[config.mk]
export PLATFORM = sky130hd
export DESIGN_NAME = itn_apb_regs
export DESIGN_NICKNAME = d
export VERILOG_FILES = /design/src/rtl/itn_pkg.sv /design/src/rtl/itn_apb_regs.sv
export SDC_FILE = /design/constraint.sdc
export NUM_CORES = 1
export LEC_CHECK = 0
export BUFFER_PORTS_ARGS = -buffer_cell sky130_fd_sc_hd__buf_2
export CAP_MARGIN = 25
export CORE_ASPECT_RATIO = 1.25
export CORE_UTILIZATION = 45
export CTS_CLUSTER_SIZE = 40
export DETAILED_ROUTE_END_ITERATION = 6
export HOLD_SLACK_MARGIN = 0.12
export PLACE_DENSITY = 0.8
export RECOVER_POWER = 50
export SLEW_MARGIN = 5
export SYNTH_ARGS = -nofsm -noshare
export SYNTH_HDL_FRONTEND = slang
export SYNTH_SLANG_ARGS = --single-unit
[constraint.sdc]
create_clock -name clk -period 0.8 [get_ports clk]
set_input_delay 0.04 -clock clk [delete_from_list [all_inputs] [get_ports clk]]
set_output_delay 0.04 -clock clk [all_outputs]
set_load 0.01 [all_outputs]
[src/rtl/itn_pkg.sv]
// Shared types and constants for the quadrature tone oscillator.
package itn_pkg;

    localparam int LEN_W      = 7;
    localparam int STEP_W     = 32;
    localparam int AMP_W      = 15;
    localparam int MAG_W      = 15;
    localparam int SAMPLE_W   = 16;
    localparam int PROD_W     = MAG_W + AMP_W;
    localparam int APB_ADDR_W = 3;
    localparam int APB_DATA_W = 32;

    localparam logic [STEP_W-1:0] STEP_RESET = 32'd139810133;
    localparam logic [AMP_W-1:0]  AMP_RESET  = 15'd16000;

    // pi/2 in Q30
    localparam longint unsigned HALF_PI_Q30 = 64'd1686629713;

    typedef enum logic {
        REG_PHASE_STEP = 1'b0,
        REG_AMPLITUDE  = 1'b1
    } reg_idx_t;

    // Sideband that travels beside the table read data.
    typedef struct packed {
        logic       valid;
        logic       last;
        logic [1:0] quad;
    } itn_ctrl_t;

endpackage

[src/rtl/itn_apb_regs.sv]
// APB register file: phase step and amplitude.
module itn_apb_regs
    import itn_pkg::*;
(
    input  logic                  clk,
    input  logic                  rst_n,
    input  logic                  psel,
    input  logic                  penable,
    input  logic                  pwrite,
    input  logic [APB_ADDR_W-1:0] paddr,
    input  logic [APB_DATA_W-1:0] pwdata,
    output logic [APB_DATA_W-1:0] prdata,
    output logic                  pready,
    output logic [STEP_W-1:0]     phase_step,
    output logic [AMP_W-1:0]      amplitude
);

    logic [STEP_W-1:0] step_reg;
    logic [AMP_W-1:0]  amp_reg;
    logic              wr_en;
    reg_idx_t          idx;

    assign pready = 1'b1;
    assign wr_en  = psel & penable & pwrite;
    assign idx    = reg_idx_t'(paddr[2]);

    always_ff @(posedge clk or negedge rst_n)
    begin
        if (!rst_n)
        begin
            step_reg <= STEP_RESET;
            amp_reg  <= AMP_RESET;
        end
        else if (wr_en)
        begin
            case (idx)
                REG_PHASE_STEP: step_reg <= pwdata[STEP_W-1:0];
                REG_AMPLITUDE:  amp_reg  <= pwdata[AMP_W-1:0];
                default:        step_reg <= step_reg;
            endcase
        end
    end

    always_comb
    begin
        case (idx)
            REG_PHASE_STEP: prdata = APB_DATA_W'(step_reg);
            REG_AMPLITUDE:  prdata = APB_DATA_W'(amp_reg);
            default:        prdata = '0;
        endcase
    end

    assign phase_step = step_reg;
    assign amplitude  = amp_reg;

endmodule

==> impl_metrics.csv, run 1 <==
group,metric,value,unit
layout,area_growth,92.0,%
critical_path,worstPathArrival,1.17,ns
routing,firstDrtPassIters,4,
yosys,avgSynthCellArea,16.2,um2
yosys,synth_area_leaders,"dfrtp_1 (31%), dfstp_2 (22%), mux2_4 (20%), mux2_2 (16%), nor2b_1 (4.7%)",
yosys,synth_area_leader_cell,"dfrtp_1",
routing,avgViaCountPerCell,4.91,
critical_path,end_kind,"primary output",
critical_path,crit_path_start_kind,"flop",
placed_design,io_buffer_count,116,
global_route,antenna_found_initial,0,
placed_design,dp.cells,312,
global_route,groute.usage.overall,0.250,
yosys,synth-edff-count,0,
timing,rsz0062_at_grt,"true",
timing,timing.final.crit_period,1.21,ns
clock_tree,clk_pin_slew,0.09,ns
routing,drt_iter0_markers,70,
clock_tree,cts_tree,"built",
routing,wire_per_inst,20.4,um
global_route,grt_overflow,0,
timing,final_max_slew_viol_count,0,
yosys,yosysTopAreaCellShare,0.313,
yosys,yosysSeqAreaShare,0.536,
status,violations,"negative setup slack",
die,die_area,5260,um2
placed_design,post-place-ws,-0.236,ns
layout,drive_gt1_frac,0.772,
clock_tree,clock_latency,0.28,ns
power_and_ir_drop,p_leak,2.25,nW
routing,drt_wl_total,8120,um
critical_path,required,0.76,ns
worst_hold_path,min_path_type,"in -> async",
yosys,synth_commonest_cells,"mux2_2 (32), mux2_4 (30), dfrtp_1 (28), dfstp_2 (19), nor2b_1 (17)",
placed_design,gp_congestion,0.703,
placed_design,placed_cell_area,2960,um2
yosys,netlist_instances,138,
die,rows,28,
clock_tree,clockRootBuffer,"clkbuf_8",
die,initial_core_util,0.470,
layout,n_antenna_cell,0,
global_route,grt_max_degree,48,
power_and_ir_drop,vdd_drop_max,2010,uV
die,die_y,80.9,um
run,drv_cap,0,
clock_tree,clock_sinks,47,
die,io_pins,120,
timing,fmax,826,MHz
yosys,synth_seq_cells,47,
clock_tree,ctsLongestPathBuffers,2,
die,die_x,65.1,um
yosys,synth_cell_types,12,
routing,num_vias,1954,
yosys,async_flop_share,1.00,
layout,final_cells,398,
routing,ant_nets,0,
yosys,synth_warnings,0,
timing,post-route-period-util,1.51,
clock_tree,h-tree-depth,2,
timing,finalHoldViolCount,0,
global_route,grt_pass1_wl,9870,um
power_and_ir_drop,power_density,2390,nW/um2
yosys,ys.flop_type,"dfrtp_1",
layout,layout.nets,377,
critical_path,crit_path_max_fanout,3,
timing,finalSetupViolations,112,
die,core_area,4760,um2
routing,drc,0,
yosys,netlist_area,2240,um2
global_route,grt_pass1_vias,1969,
yosys,yosysMostFrequentCell,"mux2_2",
clock_tree,cts_inserted_buffers,5,
layout,fin_util,0.902,
layout,design_area,4300,um2
timing,skew,0,ns
timing,setup_slack,-0.411,ns
critical_path,worst-setup-path-type,"reg -> out",
placed_design,dp.final_hpwl,3350,um
yosys,syn_nets,178,
status,outcome,"complete, but fails checks",
## area by class of cell
cell class / instances / area, um2
clock buffer: 7 / 76.3
clock inverter: 1 / 30.0
fill: 173 / 465
multi-input combinational: 82 / 1100
sequential: 47 / 1200
tap: 60 / 75.1
timing repair buffer: 201 / 1820
## sequential cells by signal, indices dropped and copies added, names as in the netlist
| name | count |
|---|---|
| phase_step | 32 |
| amplitude | 15 |
## metrics by stage
stage / power, mW / hold WS (ns) / setup TNS (ns)
6_report: 10.3 / 0.323 / -21.80
5_1_grt: 10.7 / 0.344 / -25.02
4_1_cts: 9.26 / 0.268 / -18.78
3_5_place_dp: 6.08 / 0.0456 / -10.54
3_3_place_gp: 6.01 / 0.0368 / -9.30
2_1_floorplan: 4.97 / -0.256 / -3.93
## critical path, cell delays in order (launching register included)
cell	delay [ns]
dfstp_2	0.56
nor2b_1	0.17
buf_2	0.15
## cell usage in the layout, fill, tap and decap left out, types with 2 or more instances in the layout
cell | Yosys | layout
buf_12 | 0 | 3
clkbuf_8 | 0 | 5
clkbuf_1 | 1 | 2
mux2_2 | 32 | 4
dfstp_2 | 19 | 19
nor2b_4 | 0 | 3
buf_6 | 4 | 94
buf_2 | 2 | 64
dlygate4sd3_1 | 0 | 33
nor2b_1 | 17 | 13
buf_4 | 2 | 7
mux2_4 | 30 | 58
dfrtp_1 | 28 | 28
## final timing paths
check / startpoint / end / slack, ns / cells after the start
setup / recovery: phase_step[20] / prdata[20] / -0.41 / 2
hold / removal: rst_n / phase_step[11] / 0.32 / 3
setup reg to reg: phase_step[15] / phase_step[15] / -0.19 / 3
hold reg to reg: phase_step[28] / phase_step[28] / 0.55 / 1
max in group asynchronous: rst_n / phase_step[8] / 0.13 / 3
min in group clk: paddr[2] / amplitude[7] / 0.34 / 4
## routing by layer
layer | track usage | up-vias | wire length, um
met5 | 0 | - | 0
met4 | 0.0674 | 0 | 112
met3 | 0.0407 | 10 | 384
met2 | 0.461 | 89 | 4400
met1 | 0.298 | 981 | 3230
li1 | - | 874 | -
## report_power, final
part	leakage, nW	internal [mW]	total (mW)	switching, mW
clock network	0.0524	0.936	1.69	0.757
registers	0.536	3.06	3.57	0.502
logic	1.66	3.30	5.03	1.73
total	2.25	7.30	10.3	2.98
## logic make-up after synthesis
logic type,share of synthesized area
buffers and inverters,0.0330
and+or+nand+nor,0.0676
muxes,0.362
DFF,0.536
other,0.00167
## what timing repair did
action / 4_1_cts / 5_1_grt
pin swaps: 0 / 0
resized for setup: 67 / 58
setup endpoints to repair: 79 / 110
buffers inserted: 31 / 24
hold buffers: 33 / 0
endpoints found under the hold margin: 94 / 0
No activity file was read; power rests on OpenSTA's default activity.
==> run 2, diff against run 1 <==
--- a/config.mk
+++ b/config.mk
@@ -5,14 +5,14 @@
 export SDC_FILE = /design/constraint.sdc
 export NUM_CORES = 1
 export LEC_CHECK = 0
-export BUFFER_PORTS_ARGS = -buffer_cell sky130_fd_sc_hd__buf_2
 export CAP_MARGIN = 25
 export CORE_ASPECT_RATIO = 1.25
-export CORE_UTILIZATION = 45
+export CORE_UTILIZATION = 60
 export CTS_CLUSTER_SIZE = 40
 export DETAILED_ROUTE_END_ITERATION = 6
+export DONT_BUFFER_PORTS = 1
 export HOLD_SLACK_MARGIN = 0.12
-export PLACE_DENSITY = 0.8
+export PLACE_DENSITY = 0.84
 export RECOVER_POWER = 50
 export SLEW_MARGIN = 5
 export SYNTH_ARGS = -nofsm -noshare
==> impl_metrics.csv, run 2 <==
group,metric,value,unit
status,outcome,"aborted with a tool error",
status,stop_stage,"clock tree synthesis",
status,firstError,"[ERROR DPL-0038] Utilization greater than 100%, impossible to legalize",
yosys,syn_nets,178,
yosys,yosysTopAreaCellShare,0.313,
yosys,yosysSeqAreaShare,0.536,
clock_tree,clock_sinks,47,
yosys,synth_warnings,0,
clock_tree,cts_inserted_buffers,5,
yosys,ys.flop_type,"dfrtp_1",
yosys,synth_seq_cells,47,
clock_tree,clockRootBuffer,"clkbuf_8",
yosys,synth_cell_types,12,
clock_tree,ctsLongestPathBuffers,2,
yosys,synth_area_leader_cell,"dfrtp_1",
yosys,avgSynthCellArea,16.2,um2
yosys,synth-edff-count,0,
yosys,synth_commonest_cells,"mux2_2 (32), mux2_4 (30), dfrtp_1 (28), dfstp_2 (19), nor2b_1 (17)",
clock_tree,hold_buffers,32,
die,die_x,56.6,um
yosys,synth_area_leaders,"dfrtp_1 (31%), dfstp_2 (22%), mux2_4 (20%), mux2_2 (16%), nor2b_1 (4.7%)",
yosys,async_flop_share,1.00,
die,initial_core_util,0.637,
placed_design,io_buffer_count,0,
placed_design,dp.cells,218,
yosys,yosysMostFrequentCell,"mux2_2",
placed_design,post-place-ws,-0.0562,ns
clock_tree,cts_setup_buffers,20,
yosys,netlist_area,2240,um2
die,die_y,70.3,um
clock_tree,h-tree-depth,2,
yosys,netlist_instances,138,
placed_design,gp_congestion,0.717,
clock_tree,cts_resized,94,
die,rows,24,
placed_design,dp.final_hpwl,3210,um
die,io_pins,120,
## run 2: per-stage QoR
step	setup TNS, ns	instance area [um2]
after floorplan	-3.93	2290
after global placement	-0.693	2670
after detailed placement	-1.04	2670
## run 2: cells by family after synthesis
logic type	count (synthesis)	share of synthesized area
buffers and inverters	9	0.0330
flip-flops	47	0.536
multiplexers	62	0.362
other	1	0.00167
AND/OR/NAND/NOR	19	0.0676
==> run 3, diff against run 2 <==
--- a/config.mk
+++ b/config.mk
@@ -6,13 +6,10 @@
 export NUM_CORES = 1
 export LEC_CHECK = 0
 export CAP_MARGIN = 25
-export CORE_ASPECT_RATIO = 1.25
-export CORE_UTILIZATION = 60
-export CTS_CLUSTER_SIZE = 40
+export CORE_UTILIZATION = 40
 export DETAILED_ROUTE_END_ITERATION = 6
 export DONT_BUFFER_PORTS = 1
-export HOLD_SLACK_MARGIN = 0.12
-export PLACE_DENSITY = 0.84
+export PLACE_DENSITY_LB_ADDON = 0.15
 export RECOVER_POWER = 50
 export SLEW_MARGIN = 5
 export SYNTH_ARGS = -nofsm -noshare
==> impl_metrics.csv, run 3 (synthesis gave the netlist of run 1 again) <==
group,metric,value,unit
status,outcome,"complete, but fails checks",
status,violations,"negative hold slack, negative setup slack",
timing,setup_slack,-0.286,ns
power_and_ir_drop,power.switching,2.47,mW
timing,post-route-period-util,1.36,
power_and_ir_drop,power_density,2490,nW/um2
layout,n_antenna_cell,0,
die,die_y,76.8,um
power_and_ir_drop,netSwitchingFraction,0.262,
power_and_ir_drop,vdd_drop_max,1140,uV
clock_tree,cts_tree,"built",
critical_path,crit_cells,1,
clock_tree,clock_sinks,47,
global_route,grt.busiest_layer,"met2",
routing,num_vias,1556,
power_and_ir_drop,p_total,9.45,mW
die,die_x,76.8,um
clock_tree,cts_inserted_buffers,5,
routing,ant_nets,0,
layout,layout.nets,286,
critical_path,required,0.76,ns
global_route,grt_overflow,0,
clock_tree,clk_pin_slew,0.09,ns
layout,largest_reg_flops,32,
critical_path,crit_path_start_kind,"flop",
global_route,grt_pass1_vias,1699,
clock_tree,h-tree-depth,2,
global_route,grt_pass1_wl,8900,um
clock_tree,clockRootBuffer,"clkbuf_8",
timing,rsz0062_at_grt,"true",
run,drv_cap,0,
die,initial_core_util,0.428,
critical_path,crit_slowest_cell,"dfstp_2",
die,core_area,5240,um2
routing,drt_iter0_markers,31,
critical_path,worstPathArrival,1.05,ns
layout,area_growth,69.3,%
timing,finalSetupViolations,98,
timing,skew,0,ns
die,rows,26,
layout,fin_util,0.724,
timing,finalHoldViolCount,47,
placed_design,gp_congestion,0.735,
timing,final_max_slew_viol_count,0,
global_route,groute.usage.overall,0.197,
routing,firstDrtPassIters,3,
timing,hold_ws,-0.570,ns
timing,fmax,920,MHz
routing,drc,0,
die,io_pins,120,
critical_path,critPathBufInv,0,
power_and_ir_drop,p_leak,1.89,nW
clock_tree,hold_buffers,32,
layout,final_common_cell,"buf_6",
placed_design,io_buffer_count,0,
layout,final_cell_mix,"buf_6 (60), mux2_4 (59), dlygate4sd3_1 (32)",
power_and_ir_drop,pwr-share-comb,0.403,
routing,wire_per_inst,18.1,um
global_route,use_met3,0.0571,
critical_path,path_cells,"nor2b_4",
critical_path,end_kind,"primary output",
clock_tree,clock_latency,0.29,ns
power_and_ir_drop,p_clk_frac,0.215,
worst_hold_path,min_path_type,"in -> async",
routing,drt_wl_total,5730,um
global_route,met1_usage,0.215,
routing,avgViaCountPerCell,4.91,
die,die_area,5900,um2
global_route,antenna_found_initial,0,
critical_path,worstRegToRegCells,3,
global_route,grt_max_degree,48,
critical_path,cpLargestDelayFamily,"flip-flops",
timing,timing.final.crit_period,1.09,ns
layout,final_cells,317,
critical_path,slowest_delay,0.57,ns
placed_design,dp.final_hpwl,3240,um
critical_path,worst-setup-path-type,"reg -> out",
placed_design,dp.cells,249,
global_route,grt_use_met2,0.371,
critical_path,crit_path_max_fanout,3,
power_and_ir_drop,p_int,6.98,mW
power_and_ir_drop,seqPwrFrac,0.382,
clock_tree,ctsLongestPathBuffers,2,
layout,drive_gt1_frac,0.749,
run 3: stage by stage:
step,hold slack (ns),worst slack [ns],setup TNS (ns),cell area (um2)
2_1_floorplan,-0.256,-0.144,-3.93,2290
3_3_place_gp,-0.254,-0.0433,-0.772,2700
3_5_place_dp,-0.254,-0.0695,-1.42,2700
4_1_cts,-0.583,-0.274,-14.97,3620
5_1_grt,-0.597,-0.316,-19.56,3790
6_report,-0.570,-0.286,-16.10,3790
run 3: layout make-up:
| class | instances | area [um2] |
|---|---|---|
| clock buffers | 6 | 72.6 |
| clock inverters | 2 | 60.1 |
| fillers | 339 | 1450 |
| repair buffers | 110 | 1170 |
| well taps | 70 | 87.6 |
| multi-input cells | 82 | 1200 |
| flip-flops and latches | 47 | 1200 |
run 3: path summary, 6_finish.rpt:
check	start	end	slack (ns)
setup reg to reg	amplitude[6]	amplitude[6]	-0.21
min in group clk	paddr[2]	prdata[25]	0.11
max in group asynchronous	rst_n	phase_step[0]	1.17
setup / recovery	phase_step[27]	prdata[27]	-0.29
hold reg to reg	amplitude[8]	amplitude[8]	0.56
hold / removal	rst_n	phase_step[24]	-0.57
run 3: what timing repair did:
item                       4_1_cts  5_1_grt
gates resized for setup         95       18
hold endpoints to repair        94       47
buffers inserted                14       15
setup endpoints to repair       79      107
run 3: power by group through the flow:
stage / clock network (mW) / logic (mW) / registers [mW]
after global routing: 2.20 / 3.99 / 3.68
final: 2.03 / 3.81 / 3.61
after CTS: 2.08 / 3.42 / 3.57
after detailed placement: 0 / 2.45 / 3.51
after global placement: 0 / 2.43 / 3.47
after floorplan: 0 / 1.27 / 3.69
run 3: layer usage:
metal  up-vias  part of all wire
li1        689                 -
met1       790              0.37
met2        71              0.56
met3         6             0.060
met4         0            0.0084
met5         -                 0
==> run 4, diff against run 3 <==
--- a/config.mk
+++ b/config.mk
@@ -9,7 +9,7 @@
 export CORE_UTILIZATION = 40
 export DETAILED_ROUTE_END_ITERATION = 6
 export DONT_BUFFER_PORTS = 1
-export PLACE_DENSITY_LB_ADDON = 0.15
+export PLACE_DENSITY = 0.52
 export RECOVER_POWER = 50
 export SLEW_MARGIN = 5
 export SYNTH_ARGS = -nofsm -noshare
==> impl_metrics.csv, run 4 (synthesis gave the netlist of run 1 again) <==
group,metric,value,unit
status,outcome,"complete, but fails checks",
status,violations,"negative hold slack, negative setup slack",
critical_path,worst-setup-path-type,"reg -> out",
routing,ant_nets,0,
global_route,grt_pass1_vias,1698,
layout,fin_util,0.698,
critical_path,required,0.76,ns
power_and_ir_drop,p_clk_frac,0.160,
timing,finalSetupViolations,96,
timing,final_max_slew_viol_count,0,
clock_tree,hold_buffers,32,
timing,finalHoldViolCount,47,
critical_path,critPathBufInv,0,
clock_tree,cts_tree,"built",
clock_tree,clk_pin_slew,0.09,ns
global_route,antenna_found_initial,0,
layout,n_fill_cell,366,
layout,largest_reg_flops,32,
timing,timing.final.crit_period,1.08,ns
critical_path,crit_path_max_fanout,3,
clock_tree,ctsLongestPathBuffers,2,
routing,drt_iter0_markers,34,
routing,drt_wl_total,5570,um
placed_design,post-place-ws,-0.0589,ns
layout,drive_gt1_frac,0.734,
clock_tree,clockRootBuffer,"clkbuf_8",
power_and_ir_drop,p_leak,1.82,nW
die,initial_core_util,0.428,
clock_tree,h-tree-depth,2,
clock_tree,cts_inserted_buffers,5,
routing,firstDrtPassIters,6,
die,io_pins,120,
timing,fmax,925,MHz
die,die_y,76.8,um
global_route,grt_max_degree,48,
critical_path,end_kind,"primary output",
die,rows,26,
global_route,groute.usage.overall,0.193,
placed_design,io_buffer_count,0,
global_route,grt_pass1_wl,8760,um
timing,skew,0,ns
run,drv_cap,0,
placed_design,gp_congestion,0.725,
layout,final_cell_mix,"mux2_4 (60), buf_6 (57), dlygate4sd3_1 (32)",
power_and_ir_drop,seqPwrFrac,0.423,
power_and_ir_drop,power_density,2350,nW/um2
worst_hold_path,min_path_type,"in -> async",
power_and_ir_drop,p_int,6.19,mW
power_and_ir_drop,netSwitchingFraction,0.278,
routing,avgViaCountPerCell,4.99,
timing,hold_ws,-0.574,ns
critical_path,cpLargestDelayFamily,"flip-flops",
critical_path,slowest_delay,0.57,ns
die,die_area,5900,um2
placed_design,dp.final_hpwl,3200,um
die,die_x,76.8,um
layout,area_growth,63.3,%
clock_tree,clock_sinks,47,
power_and_ir_drop,pwr-share-comb,0.418,
critical_path,path_cells,"mux2_4",
layout,layout.nets,276,
timing,rsz0062_at_grt,"true",
die,core_area,5240,um2
routing,wire_per_inst,18.1,um
routing,drc,0,
layout,n_antenna_cell,0,
timing,fin_tns_setup,-15.03,ns
power_and_ir_drop,vdd_drop_max,1170,uV
timing,post-route-period-util,1.35,
routing,num_vias,1533,
critical_path,worstPathArrival,1.04,ns
critical_path,crit_slowest_cell,"dfstp_2",
critical_path,crit_path_start_kind,"flop",
timing,setup_slack,-0.281,ns
global_route,grt_overflow,0,
layout,final_common_cell,"mux2_4",
power_and_ir_drop,power.switching,2.39,mW
clock_tree,clock_latency,0.30,ns
critical_path,r2r_setup_slack,-0.18,ns
## run 4: per-layer routing
layer	vias up	share of wire	global-route usage
met4	0	0.014	0.0615
met3	8	0.066	0.0679
met2	80	0.53	0.338
li1	670	-	-
met5	-	0	0
met1	775	0.39	0.218
## run 4: worst register-to-register path: cells and delay by family, from the launching register on
kind | cells | cell delay, ns
flip-flops | 1 | 0.40
multiplexers | 1 | 0.24
buffers and inverters | 2 | 0.23
## run 4: repair_timing
item	in CTS	in global routing
resized for setup	99	12
setup buffers	13	6
setup endpoints to repair	79	106
hold endpoints to repair	94	47
## run 4: worst paths after layout
kind,from,end,cells past startpoint
worst max-delay path,amplitude[9],prdata[9],1
worst min-delay path,rst_n,amplitude[2],0
max in group asynchronous,rst_n,phase_step[4],0
worst min register to register,amplitude[3],amplitude[3],1
worst max register to register,phase_step[3],phase_step[3],3
min in group clk,paddr[2],prdata[27],1
## run 4: final cells by class
type	count	area, um2	area share
multi-input cells	82	1210	0.330
flip-flops and latches	47	1200	0.328
repair buffers	100	1080	0.296
well taps	70	87.6	0.0239
clock buffers	7	76.3	0.0209
clock inverters	1	5.00	0.00137
## run 4: through the flow
step,power [mW],area (um2),cells
global route,9.01,3660,307
CTS,8.44,3570,302
floorplan,4.97,2290,138
detailed placement,5.95,2700,249
global placement,5.89,2700,249
finish,8.58,3660,307
## run 4: power by group through the flow
stage / clock (mW) / sequential [mW] / combinational (mW)
3_3_place_gp: 0 / 3.48 / 2.42
4_1_cts: 1.43 / 3.60 / 3.41
6_report: 1.37 / 3.63 / 3.58
2_1_floorplan: 0 / 3.69 / 1.27
3_5_place_dp: 0 / 3.52 / 2.44
5_1_grt: 1.55 / 3.70 / 3.75
