### src/rtl/itn_pkg.sv
// Shared types and constants for the quadrature tone oscillator.
package itn_pkg;

    localparam int LEN_W      = 7;
    localparam int STEP_W     = 32;
    localparam int AMP_W      = 15;
    localparam int MAG_W      = 15;
    localparam int SAMPLE_W   = 16;
    localparam int PROD_W     = MAG_W + AMP_W;
    localparam int APB_ADDR_W = 3;
    localparam int APB_DATA_W = 32;

    localparam logic [STEP_W-1:0] STEP_RESET = 32'd139810133;
    localparam logic [AMP_W-1:0]  AMP_RESET  = 15'd16000;

    // pi/2 in Q30
    localparam longint unsigned HALF_PI_Q30 = 64'd1686629713;

    typedef enum logic {
        REG_PHASE_STEP = 1'b0,
        REG_AMPLITUDE  = 1'b1
    } reg_idx_t;

    // Sideband that travels beside the table read data.
    typedef struct packed {
        logic       valid;
        logic       last;
        logic [1:0] quad;
    } itn_ctrl_t;

endpackage

### src/rtl/itn_if.sv


interface itn_iq_if
    import itn_pkg::*;
();
    logic                       valid;
    logic                       ready;
    logic signed [SAMPLE_W-1:0] i_sample;
    logic signed [SAMPLE_W-1:0] q_sample;
    logic                       burst_last;

    modport source (output valid, output i_sample, output q_sample, output burst_last,
                    input ready);
    modport sink   (input valid, input i_sample, input q_sample, input burst_last,
                    output ready);
endinterface

### src/rtl/itn_scale.sv
// Quadrant fold, amplitude scaling and output register stage.
module itn_scale
    import itn_pkg::*;
(
    input  logic            clk,
    input  logic            rst_n,
    input  itn_ctrl_t       ctrl,
    input  logic [MAG_W-1:0] a_mag,
    input  logic [MAG_W-1:0] b_mag,
    input  logic [AMP_W-1:0] amplitude,
    output logic            advance,
    itn_iq_if.source        out_ch
);

    logic [MAG_W-1:0]  sin_mag;
    logic [MAG_W-1:0]  cos_mag;
    logic              p_valid_reg;
    logic              p_last_reg;
    logic              sin_neg_reg;
    logic              cos_neg_reg;
    logic [PROD_W-1:0] i_prod_reg;
    logic [PROD_W-1:0] q_prod_reg;
    logic [SAMPLE_W-1:0] i_mag;
    logic [SAMPLE_W-1:0] q_mag;
    logic              o_valid_reg;
    logic              o_last_reg;
    logic [SAMPLE_W-1:0] i_reg;
    logic [SAMPLE_W-1:0] q_reg;

    // hold the whole pipe while a beat waits at the output
    assign advance = !o_valid_reg || out_ch.ready;

    assign sin_mag = ctrl.quad[0] ? b_mag : a_mag;
    assign cos_mag = ctrl.quad[0] ? a_mag : b_mag;

    assign i_mag = SAMPLE_W'(i_prod_reg[PROD_W-1:AMP_W]);
    assign q_mag = SAMPLE_W'(q_prod_reg[PROD_W-1:AMP_W]);

    always_ff @(posedge clk or negedge rst_n)
    begin
        if (!rst_n)
        begin
            p_valid_reg <= 1'b0;
            o_valid_reg <= 1'b0;
        end
        else if (advance)
        begin
            p_valid_reg <= ctrl.valid;
            o_valid_reg <= p_valid_reg;
        end
    end

    always_ff @(posedge clk)
    begin
        if (advance)
        begin
            p_last_reg  <= ctrl.last;
            sin_neg_reg <= ctrl.quad[1];
            cos_neg_reg <= ctrl.quad[1] ^ ctrl.quad[0];
            i_prod_reg  <= PROD_W'(cos_mag) * PROD_W'(amplitude);
            q_prod_reg  <= PROD_W'(sin_mag) * PROD_W'(amplitude);
            o_last_reg  <= p_last_reg;
            i_reg       <= cos_neg_reg ? SAMPLE_W'(0) - i_mag : i_mag;
            q_reg       <= sin_neg_reg ? SAMPLE_W'(0) - q_mag : q_mag;
        end
    end

    assign out_ch.valid      = o_valid_reg;
    assign out_ch.i_sample   = i_reg;
    assign out_ch.q_sample   = q_reg;
    assign out_ch.burst_last = o_last_reg;

endmodule
### src/flat_wrapper.sv
// flat-port wrapper written by rule: the top's interface ports become plain ports
module itn_scale_flat import itn_pkg::*;
  (clk, rst_n, ctrl, a_mag, b_mag, amplitude, advance, out_ch_valid, out_ch_i_sample, out_ch_q_sample, out_ch_burst_last, out_ch_ready);
  itn_iq_if out_ch_i ();
  input  logic clk;
  input  logic rst_n;
  input  itn_ctrl_t ctrl;
  input  logic [MAG_W-1:0] a_mag;
  input  logic [MAG_W-1:0] b_mag;
  input  logic [AMP_W-1:0] amplitude;
  output logic advance;
  output wire logic [$bits(out_ch_i.valid)-1:0] out_ch_valid;
  output wire logic [$bits(out_ch_i.i_sample)-1:0] out_ch_i_sample;
  output wire logic [$bits(out_ch_i.q_sample)-1:0] out_ch_q_sample;
  output wire logic [$bits(out_ch_i.burst_last)-1:0] out_ch_burst_last;
  input wire logic [$bits(out_ch_i.ready)-1:0] out_ch_ready;
  assign out_ch_valid = out_ch_i.valid;
  assign out_ch_i_sample = out_ch_i.i_sample;
  assign out_ch_q_sample = out_ch_i.q_sample;
  assign out_ch_burst_last = out_ch_i.burst_last;
  assign out_ch_i.ready = out_ch_ready;
  itn_scale u_core (.clk(clk), .rst_n(rst_n), .ctrl(ctrl), .a_mag(a_mag), .b_mag(b_mag), .amplitude(amplitude), .advance(advance), .out_ch(out_ch_i));
endmodule
### config.mk
export PLATFORM = sky130hd
export DESIGN_NAME = itn_scale_flat
export DESIGN_NICKNAME = d
export VERILOG_FILES = /design/src/rtl/itn_pkg.sv /design/src/rtl/itn_if.sv /design/src/rtl/itn_scale.sv /design/src/flat_wrapper.sv
export SDC_FILE = /design/constraint.sdc
export NUM_CORES = 1
export LEC_CHECK = 0
export BUFFER_PORTS_ARGS = -buffer_cell sky130_fd_sc_hd__buf_4
export CAP_MARGIN = 20
export CORE_ASPECT_RATIO = 2
export CORE_MARGIN = 2
export CORE_UTILIZATION = 30
export CTS_CLUSTER_DIAMETER = 120
export DETAILED_ROUTE_END_ITERATION = 12
export PLACE_DENSITY = 0.43
export SLEW_MARGIN = 25
export SYNTH_ARGS = -nofsm -noshare
export SYNTH_HDL_FRONTEND = slang
export SYNTH_SLANG_ARGS = --single-unit
### constraint.sdc
create_clock -name clk -period 3.8 [get_ports clk]
set_clock_uncertainty 0.2 [all_clocks]
set_input_delay 0.57 -clock clk [delete_from_list [all_inputs] [get_ports clk]]
set_output_delay 0.57 -clock clk [all_outputs]
set_load 0.005 [all_outputs]
==> flow_metrics.py, run 1 <==
metrics = {
    "run_status": {
        "outcome": "finished with violations",
        "violations": "negative setup slack",
    },
    "worst_setup_path": {
        "crit_arrival_ns": 6.41,
        "critPathSlowestCell": "fa_2",
        "cp-startpoint": "ctrl[0]",
        "critPathLaunchType": "input pin",
        "path_class": "in -> reg",
        "critPathMaxFanout": 5,
        "crit_path_end_kind": "flip-flop",
        "cp_cell_sequence": "buf_12 > buf_6 > mux2_4 > and2_4 > fa_1 > inv_1 > fa_2 > inv_2 > fa_1 > inv_1 > fa_1 > inv_1 > fa_1 > fa_2 > ha_4 > nand3_4 > a2111oi_4 > o31a_1 > nor3_2 > or3_4 > a31oi_4 > nand2_1 > xnor2_1",
        "r2r-start": "u_core.i_prod_reg[18]$_DFFE_PP_",
        "cp.required_ns": 3.69,
        "cpMostUsedCell": "fa_1",
        "max_stage_delay_ns": 0.57,
    },
    "cts": {
        "cts_root_buf": "clkbuf_16",
        "cts_tree": "yes",
        "clk_latency_ns": 0.35,
        "clockBufferDepth": 2,
        "htreeDepth": 3,
        "cts_sinks": 68,
        "cts_buffers": 9,
        "cts.clk_slew.worst_paths_ns": 0.06,
    },
    "min_path": {
        "hold_class": "in -> reg",
        "hold_start": "ctrl[2]",
    },
    "global_routing": {
        "antenna_found_initial": 1,
        "grt_pass1_vias": 14800,
        "overflow": 0,
        "grt_max_degree": 37,
        "track_usage": 0.178,
        "grt_first_pass_wirelength_mm": 80.9,
    },
    "timing": {
        "slew_violations": 0,
        "grt_setup_unrepaired": "yes",
        "setup_slack_ns": -2.71,
        "relSlewSlack": 0.624,
        "fin_tns_setup_ns": -75.96,
        "tightest_slew_ns": 0.564,
        "setup_violations": 30,
        "hold_violations": 0,
        "fmax_mhz": 154,
        "finalCritPeriodShare": 1.71,
        "fin_crit_ns": 6.51,
    },
    "layout": {
        "antenna_cells": 0,
        "drive_gt1_frac": 0.261,
        "final_net_count": 2625,
        "stdcell_area_sq_um": 21800,
        "area_growth_pct": 26.9,
    },
    "place": {
        "numPortBuffers": 86,
        "place_congestion": 0.910,
        "dp.final_hpwl_mm": 44.7,
        "post_dp_cell_area_sq_um": 20400,
    },
    "synthesis": {
        "ys_warn_count": 0,
        "synth_cell_types": 47,
        "ys_top_cells_by_area": "fa_1 39%, ha_1 13%, edfxtp_1 12%",
        "synthArstFlopShare": 0.0294,
        "ys_ff_latch": 68,
        "synth_edf_count": 66,
        "synth_area_sq_um": 17200,
        "yosysTopAreaCellShare": 0.386,
        "syn_nets": 2353,
        "postSynthCellCount": 1785,
        "ys.flop_type": "edfxtp_1",
        "synth_seq_area_share": 0.118,
        "avgSynthCellArea_sq_um": 9.64,
        "yosys.area.top_type": "fa_1",
    },
    "routing": {
        "drtAntennaViolNets": 0,
        "route.vias.total": 12800,
        "wire_per_inst_microns": 18.1,
        "wl_mm": 51.1,
        "drc_errors": 0,
        "drt_first_pass_iters": 4,
        "routed_via_density": 4.53,
        "drt-initial-drc-count": 376,
    },
    "floorplan": {
        "die_w_microns": 173,
        "die-area_sq_um": 59400,
        "initial_core_util": 0.302,
        "num_rows": 124,
        "die_height_microns": 343,
        "io-pin-count": 87,
        "coreArea_sq_um": 56900,
    },
    "flow_run": {
        "cap_violations": 0,
    },
}
[through the flow]
| step | setup WS, ns | hold slack (ns) | utilization | std cells |
|---|---|---|---|---|
| final | -2.71 | 0.199 | 0.383 | 2818 |
| after floorplan | -2.91 | 0.0744 | - | 1785 |
| after CTS | -2.67 | 0.184 | 0.377 | 2804 |
| after global placement | -3.34 | 0.153 | 0.358 | 2761 |
| after global routing | -2.86 | 0.198 | 0.383 | 2818 |
| after detailed placement | -3.44 | 0.154 | 0.358 | 2761 |
[what timing repair did]
item                                    CTS  global route
endpoints found under the setup margin   30            30
pin swaps                                69            88
hold buffers                              1             0
gates resized for setup                 114            75
gates cloned                              2             0
hold endpoints to repair                  2             0
setup buffers                            26            15
[worst paths after layout]
kind,endpoint,slack (ns),cells past startpoint
max in group asynchronous,u_core.out_ch.valid$_DFFE_PN0P_,2.96,2
hold reg to reg,u_core.out_ch.burst_last$_DFFE_PP_,0.24,0
setup / recovery,u_core.i_prod_reg[27]$_DFFE_PP_,-2.71,23
setup reg to reg,u_core.out_ch.i_sample[15]$_SDFFCE_PN0P_,0.96,5
hold / removal,u_core.p_last_reg$_DFFE_PP_,0.20,1
min in group asynchronous,u_core.p_valid_reg$_DFFE_PN0P_,0.35,2
[cell type report]
cell class / instances / area [sq um]
multi-input combinational: 1266 / 14400
sequential: 68 / 2030
clock buffer: 9 / 225
clock inverter: 7 / 57.6
timing repair buffer: 342 / 2830
fill: 5750 / 35100
inverter: 370 / 1390
tap: 756 / 946
[worst max-delay path, delay by kind of cell]
| family | cells | cell delay, ns |
|---|---|---|
| fa+ha+maj | 7 | 3.35 |
| buf+inv | 6 | 0.45 |
| mux | 1 | 0.34 |
| xor+xnor | 1 | 0.13 |
| compound gates | 3 | 0.69 |
| simple gates | 5 | 0.86 |
[routing by layer]
layer	share of wire	up-vias	wire [microns]	global-route usage
met5	0.00020	-	10	0
met4	0.024	2	1230	0.0478
met3	0.026	43	1310	0.0143
met2	0.59	196	30200	0.375
met1	0.36	6542	18300	0.183
li1	-	5978	-	-
[synthesized netlist by cell type, types with 3 or more instances]
cell type	instances
nor2_1	18
inv_1	370
or3_1	6
nor3_1	5
fa_1	332
nand4_1	7
clkbuf_1	79
and2_1	284
mux2_2	31
or3_4	4
nand2b_1	4
xor2_1	15
edfxtp_1	66
o31ai_1	9
o21bai_1	6
o21ai_0	30
a31oi_1	6
o21a_1	4
nand2_1	194
ha_1	184
a21oi_1	24
a211oi_1	3
nand3_1	15
xnor2_1	43
a21o_1	11
[cell usage in the layout (no fill, tap or decap), types with 5 or more instances in the layout]
cell type	n
buf_12	10
nand4_1	7
o31ai_1	6
nand3_1	9
o21bai_1	5
o21ai_2	5
o31ai_4	5
edfxtp_1	66
buf_4	301
a21oi_1	11
mux2_2	9
ha_4	18
o21ai_0	22
fa_1	317
or3_4	5
or3_1	5
nand3_4	5
ha_1	165
fa_2	15
xor2_1	12
a21o_1	11
inv_2	20
mux2_4	22
and2_1	264
inv_1	350
nor2_1	9
buf_6	28
nand2_1	189
clkbuf_16	9
xnor2_2	5
a21oi_2	13
and2_4	20
nor2_2	5
xnor2_1	38
[kinds of logic after synthesis]
kind of cell | synth area share
AND/OR/NAND/NOR | 0.168
flip-flops | 0.118
buffers and inverters | 0.0993
multiplexers | 0.0203
XOR/XNOR | 0.0295
AO/OA/AOI/OAI | 0.0446
adder cells (fa/ha/maj) | 0.520
Power of run 1 is not shown: default switching activity piles up to over one toggle a cycle in this logic, so the estimate is an artifact.
==> inputs of run 2 (changes only) <==
- CORE_ASPECT_RATIO: 2 -> unset
==> run 2 against run 1 <==
  * Worst hold slack got worse by 0.011 ns
  * Register-to-register slack barely moved
  * Routed wire length fell by 12%
  * Worst setup slack improved by 0.10 ns
  * The run still ends with negative setup slack left
  * Non-clock buffer count rose by 7
  * Cell area fell by 0.77%
  * Sequential share of layout area rose by 0.073 points
  * Via count fell by 3.1%
  * Critical path depth rose by 3
  * Die area fell by 0.20%
==> flow_metrics.py, run 2 (same netlist as run 1, synthesis figures left out) <==
metrics = {
    "timing": {
        "slew_violations": 0,
        "finalCritPeriodShare": 1.69,
        "setup_violations": 30,
        "relSlewSlack": 0.621,
        "fin_crit_ns": 6.41,
        "hold_violations": 0,
        "grt_setup_unrepaired": "yes",
        "tightest_slew_ns": 0.568,
        "setup_slack_ns": -2.61,
        "fmax_mhz": 156,
    },
    "floorplan": {
        "die_w_microns": 243,
        "initial_core_util": 0.305,
        "die-area_sq_um": 59300,
        "coreArea_sq_um": 56500,
        "die_height_microns": 243,
        "io-pin-count": 87,
        "num_rows": 87,
    },
    "cts": {
        "cts_root_buf": "clkbuf_16",
        "cts_sinks": 68,
        "clockBufferDepth": 2,
        "cts.clk_slew.worst_paths_ns": 0.06,
        "clk_latency_ns": 0.35,
        "cts_tree": "yes",
        "cts_buffers": 9,
        "htreeDepth": 3,
    },
    "layout": {
        "utilization": 0.383,
        "nFillCells": 5735,
        "area_growth_pct": 25.9,
        "antenna_cells": 0,
        "final_common_cell": "inv_1",
        "multi_input_area_sq_um": 14200,
        "final_cells": 2825,
        "final_cell_mix": "349 x inv_1, 325 x fa_1, 315 x buf_4, 261 x and2_1, 190 x nand2_1",
        "register_area_sq_um": 2030,
        "final_net_count": 2632,
        "drive_gt1_frac": 0.253,
    },
    "flow_run": {
        "cap_violations": 0,
    },
    "worst_setup_path": {
        "path_class": "in -> reg",
        "crit_path_end_kind": "flip-flop",
        "cp-startpoint": "ctrl[0]",
        "r2r-start": "u_core.i_prod_reg[18]$_DFFE_PP_",
        "crit_end": "u_core.q_prod_reg[29]$_DFFE_PP_",
        "r2r_slack_ns": 0.97,
        "critPathLaunchType": "input pin",
        "reg2regPathDepth": 5,
        "crit_arrival_ns": 6.32,
        "critPathMaxFanout": 8,
        "cp.required_ns": 3.71,
        "reg2reg_to": "u_core.out_ch.i_sample[15]$_SDFFCE_PN0P_",
    },
    "routing": {
        "wire_per_inst_microns": 16.0,
        "drtAntennaViolNets": 0,
        "wl_mm": 45.1,
        "drt_first_pass_iters": 5,
        "route.vias.total": 12400,
        "routed_via_density": 4.38,
        "drc_errors": 0,
        "drt-initial-drc-count": 377,
    },
    "place": {
        "dp.final_hpwl_mm": 38.7,
        "numPortBuffers": 86,
        "place_congestion": 0.836,
        "dp_cells": 2777,
        "place_worst_setup_slack_ns": -3.23,
    },
    "global_routing": {
        "busiest_layer": "met2",
        "use_met1": 0.219,
        "grt_pass1_vias": 13800,
        "grt_max_degree": 37,
        "grt_first_pass_wirelength_mm": 75.0,
        "use_met3": 0.0161,
        "track_usage": 0.159,
        "grtUsageMet2": 0.271,
        "overflow": 0,
        "antenna_found_initial": 2,
    },
    "run_status": {
        "violations": "negative setup slack",
        "outcome": "finished with violations",
    },
    "min_path": {
        "hold_class": "in -> reg",
    },
}
[run 2: cell count changes in the layout (fill, tap and decap cells not counted), moves of 4 or more]
cell    delta
buf_4     +14
fa_1       +8
fa_2       -8
buf_12     -6
ha_1       +6
ha_4       -6
mux2_2     +4
mux2_4     -4
[run 2: layer usage]
metal	wire length (microns)	vias to the layer above
li1	-	5984
met1	21600	6239
met2	22000	102
met3	685	39
met4	793	2
met5	9	-
[run 2: worst min path at each step]
| stage | start | end | cells past startpoint |
|---|---|---|---|
| final | ctrl[2] | u_core.p_last_reg$_DFFE_PP_ | 1 |
| after CTS | ctrl[2] | u_core.p_last_reg$_DFFE_PP_ | 1 |
| after global placement | rst_n | u_core.out_ch.valid$_DFFE_PN0P_ | 1 |
| after floorplan | rst_n | u_core.out_ch.valid$_DFFE_PN0P_ | 0 |
| after detailed placement | rst_n | u_core.p_valid_reg$_DFFE_PN0P_ | 1 |
| after global routing | ctrl[2] | u_core.p_last_reg$_DFFE_PP_ | 1 |
[run 2: critical path: stages]
cell      delay [ns]
buf_12          0.12
buf_8           0.13
buf_6           0.12
mux2_4          0.34
and2_4          0.18
fa_1            0.55
inv_2           0.04
fa_1            0.53
inv_1           0.05
fa_2            0.57
fa_1            0.45
fa_1            0.51
inv_1           0.05
fa_1            0.50
inv_2           0.05
ha_4            0.28
o21ai_1         0.07
o21ai_1         0.14
o211ai_1        0.17
o311ai_4        0.11
o21ai_2         0.10
buf_12          0.14
buf_4           0.13
o31ai_4         0.19
nor2_1          0.09
xnor2_1         0.12
[run 2: what timing repair did]
item                                   in CTS  in global routing
buffers inserted                           24                  9
gates resized for setup                   111                 46
hold buffers                                1                  0
cloned                                      0                  0
pin swaps                                  72                 43
endpoints found under the hold margin       2                  0
setup endpoints to repair                  30                 30
[run 2: area by class of cell]
cell class,instances,area share
Timing Repair Buffer,349,0.129
Tap cell,756,0.0437
Clock inverter,7,0.00531
Clock buffer,9,0.0104
Sequential cell,68,0.0938
Inverter,370,0.0641
Multi-Input combinational cell,1266,0.654
[run 2: stage by stage]
step	area, sq um	hold slack [ns]	setup TNS (ns)
after detailed placement	20500	0.154	-88.19
after floorplan	17600	0.0744	-75.83
after global placement	20500	0.152	-87.80
final	21700	0.188	-72.41
after CTS	21500	0.163	-72.27
after global routing	21700	0.164	-77.93
Power of run 2 is left out for the same reason.
==> inputs of run 3 (changes only) <==
- CORE_ASPECT_RATIO: unset -> 0.8
==> run 3 against run 2 <==
  * The flow still finishes with violations (negative setup slack)
  * Fmax increased by 1.0%
  * Non-clock buffer count decreased by 20
  * Worst setup slack improved by 0.066 ns
  * Global-route usage increased by 0.32 points
  * Critical endpoint is now u_core.i_prod_reg[26]$_DFFE_PP_
  * Highest routed layer is now met4
==> flow_metrics.py, run 3 (same netlist as run 1, synthesis figures left out) <==
metrics = {
    "run_status": {
        "outcome": "finished with violations",
        "violations": "negative setup slack",
    },
    "timing": {
        "relSlewSlack": 0.604,
        "grt_setup_unrepaired": "yes",
        "setup_slack_ns": -2.55,
        "setup_violations": 30,
        "fin_crit_ns": 6.35,
        "fmax_mhz": 158,
        "hold_violations": 0,
        "tightest_slew_ns": 0.595,
        "finalCritPeriodShare": 1.67,
        "slew_violations": 0,
    },
    "worst_setup_path": {
        "crit_path_end_kind": "flip-flop",
        "reg2reg_to": "u_core.out_ch.i_sample[15]$_SDFFCE_PN0P_",
        "cp.required_ns": 3.69,
        "critPathLaunchType": "input pin",
        "path_class": "in -> reg",
        "r2r-start": "u_core.i_prod_reg[18]$_DFFE_PP_",
        "crit_arrival_ns": 6.24,
        "critPathMaxFanout": 8,
        "r2r_slack_ns": 0.95,
        "reg2regPathDepth": 5,
    },
    "global_routing": {
        "grt_pass1_vias": 13700,
        "antenna_found_initial": 1,
        "track_usage": 0.162,
        "grt_first_pass_wirelength_mm": 75.8,
        "grt_max_degree": 37,
        "overflow": 0,
    },
    "routing": {
        "route.vias.total": 12300,
        "drt-initial-drc-count": 697,
        "wire_per_inst_microns": 16.2,
        "drc_errors": 0,
        "routed_via_density": 4.39,
        "drtAntennaViolNets": 0,
        "drt_first_pass_iters": 5,
        "wl_mm": 45.6,
    },
    "floorplan": {
        "initial_core_util": 0.303,
        "io-pin-count": 87,
        "die_w_microns": 272,
        "coreArea_sq_um": 56700,
        "die-area_sq_um": 59300,
        "num_rows": 78,
        "die_height_microns": 218,
    },
    "min_path": {
        "whs_path_depth": 1,
        "hold_class": "in -> reg",
        "hold_start": "ctrl[2]",
        "hold_end": "u_core.p_last_reg$_DFFE_PP_",
    },
    "cts": {
        "cts.clk_slew.worst_paths_ns": 0.06,
        "clockBufferDepth": 2,
        "cts_root_buf": "clkbuf_16",
        "cts_tree": "yes",
        "clk_latency_ns": 0.34,
        "cts_sinks": 68,
        "htreeDepth": 3,
        "cts_buffers": 9,
    },
    "layout": {
        "stdcell_area_sq_um": 21500,
        "drive_gt1_frac": 0.241,
        "antenna_cells": 0,
        "multi_input_area_sq_um": 14200,
        "final_common_cell": "inv_1",
        "area_growth_pct": 24.9,
        "final_net_count": 2612,
        "final_cell_mix": "351 x inv_1, 324 x fa_1, 296 x buf_4, 261 x and2_1, 191 x nand2_1",
        "register_area_sq_um": 2030,
        "nFillCells": 5619,
    },
    "place": {
        "post_dp_cell_area_sq_um": 20400,
        "dp.final_hpwl_mm": 39.1,
        "place_congestion": 0.822,
        "numPortBuffers": 86,
    },
    "flow_run": {
        "cap_violations": 0,
    },
}
[run 3: cell type report]
cell class | count | area share
Clock buffer | 11 | 0.0108
Inverter | 370 | 0.0646
Tap cell | 760 | 0.0443
Timing Repair Buffer | 329 | 0.125
Multi-Input combinational cell | 1266 | 0.660
Clock inverter | 4 | 0.000815
Sequential cell | 68 | 0.0946
[run 3: worst max-delay path, stage by stage]
cell       delay, ns
buf_16          0.13
buf_4           0.13
mux2_4          0.32
and2_4          0.17
fa_1            0.52
inv_2           0.05
fa_1            0.54
inv_1           0.06
fa_1            0.48
fa_2            0.41
fa_1            0.51
inv_1           0.05
fa_1            0.47
inv_1           0.06
ha_4            0.28
nand3_4         0.08
a2111oi_4       0.27
o31a_1          0.29
nor3_2          0.06
or3_4           0.39
a31oi_4         0.18
a21oi_2         0.08
xnor2_1         0.13
[run 3: metal layers]
metal	part of all wire	up-vias	GRT usage
met5	0	-	0
met4	0.016	0	0.0291
li1	-	5943	-
met2	0.45	157	0.251
met1	0.51	6170	0.241
met3	0.032	51	0.0236
[run 3: through the flow]
step	hold WS [ns]	TNS [ns]	std cells	setup WS [ns]	util
after floorplan	0.0744	-75.83	1785	-2.91	-
after global placement	0.153	-89.83	2769	-3.20	0.359
after detailed placement	0.155	-90.61	2769	-3.29	0.359
after CTS	0.188	-71.88	2802	-2.55	0.376
after global routing	0.194	-77.47	2808	-2.74	0.379
final	0.213	-72.05	2808	-2.55	0.379
[run 3: repair_timing]
action | 4_1_cts | 5_1_grt
setup endpoints to repair | 30 | 30
pin swaps | 53 | 31
gates cloned | 1 | 0
hold buffers | 1 | 0
resized for setup | 116 | 43
setup buffers | 16 | 7
hold endpoints to repair | 2 | 0
[run 3: how the worst max path moves through the flow]
stage / cells after the start / start / end / slack, ns
final: 23 / ctrl[0] / u_core.i_prod_reg[26]$_DFFE_PP_ / -2.55
after global routing: 25 / ctrl[0] / u_core.q_prod_reg[25]$_DFFE_PP_ / -2.74
after CTS: 25 / ctrl[0] / u_core.q_prod_reg[25]$_DFFE_PP_ / -2.55
after detailed placement: 21 / ctrl[0] / u_core.i_prod_reg[27]$_DFFE_PP_ / -3.29
after global placement: 23 / ctrl[0] / u_core.i_prod_reg[27]$_DFFE_PP_ / -3.20
after floorplan: 22 / ctrl[0] / u_core.i_prod_reg[26]$_DFFE_PP_ / -2.91
Power of run 3 is left out for the same reason.
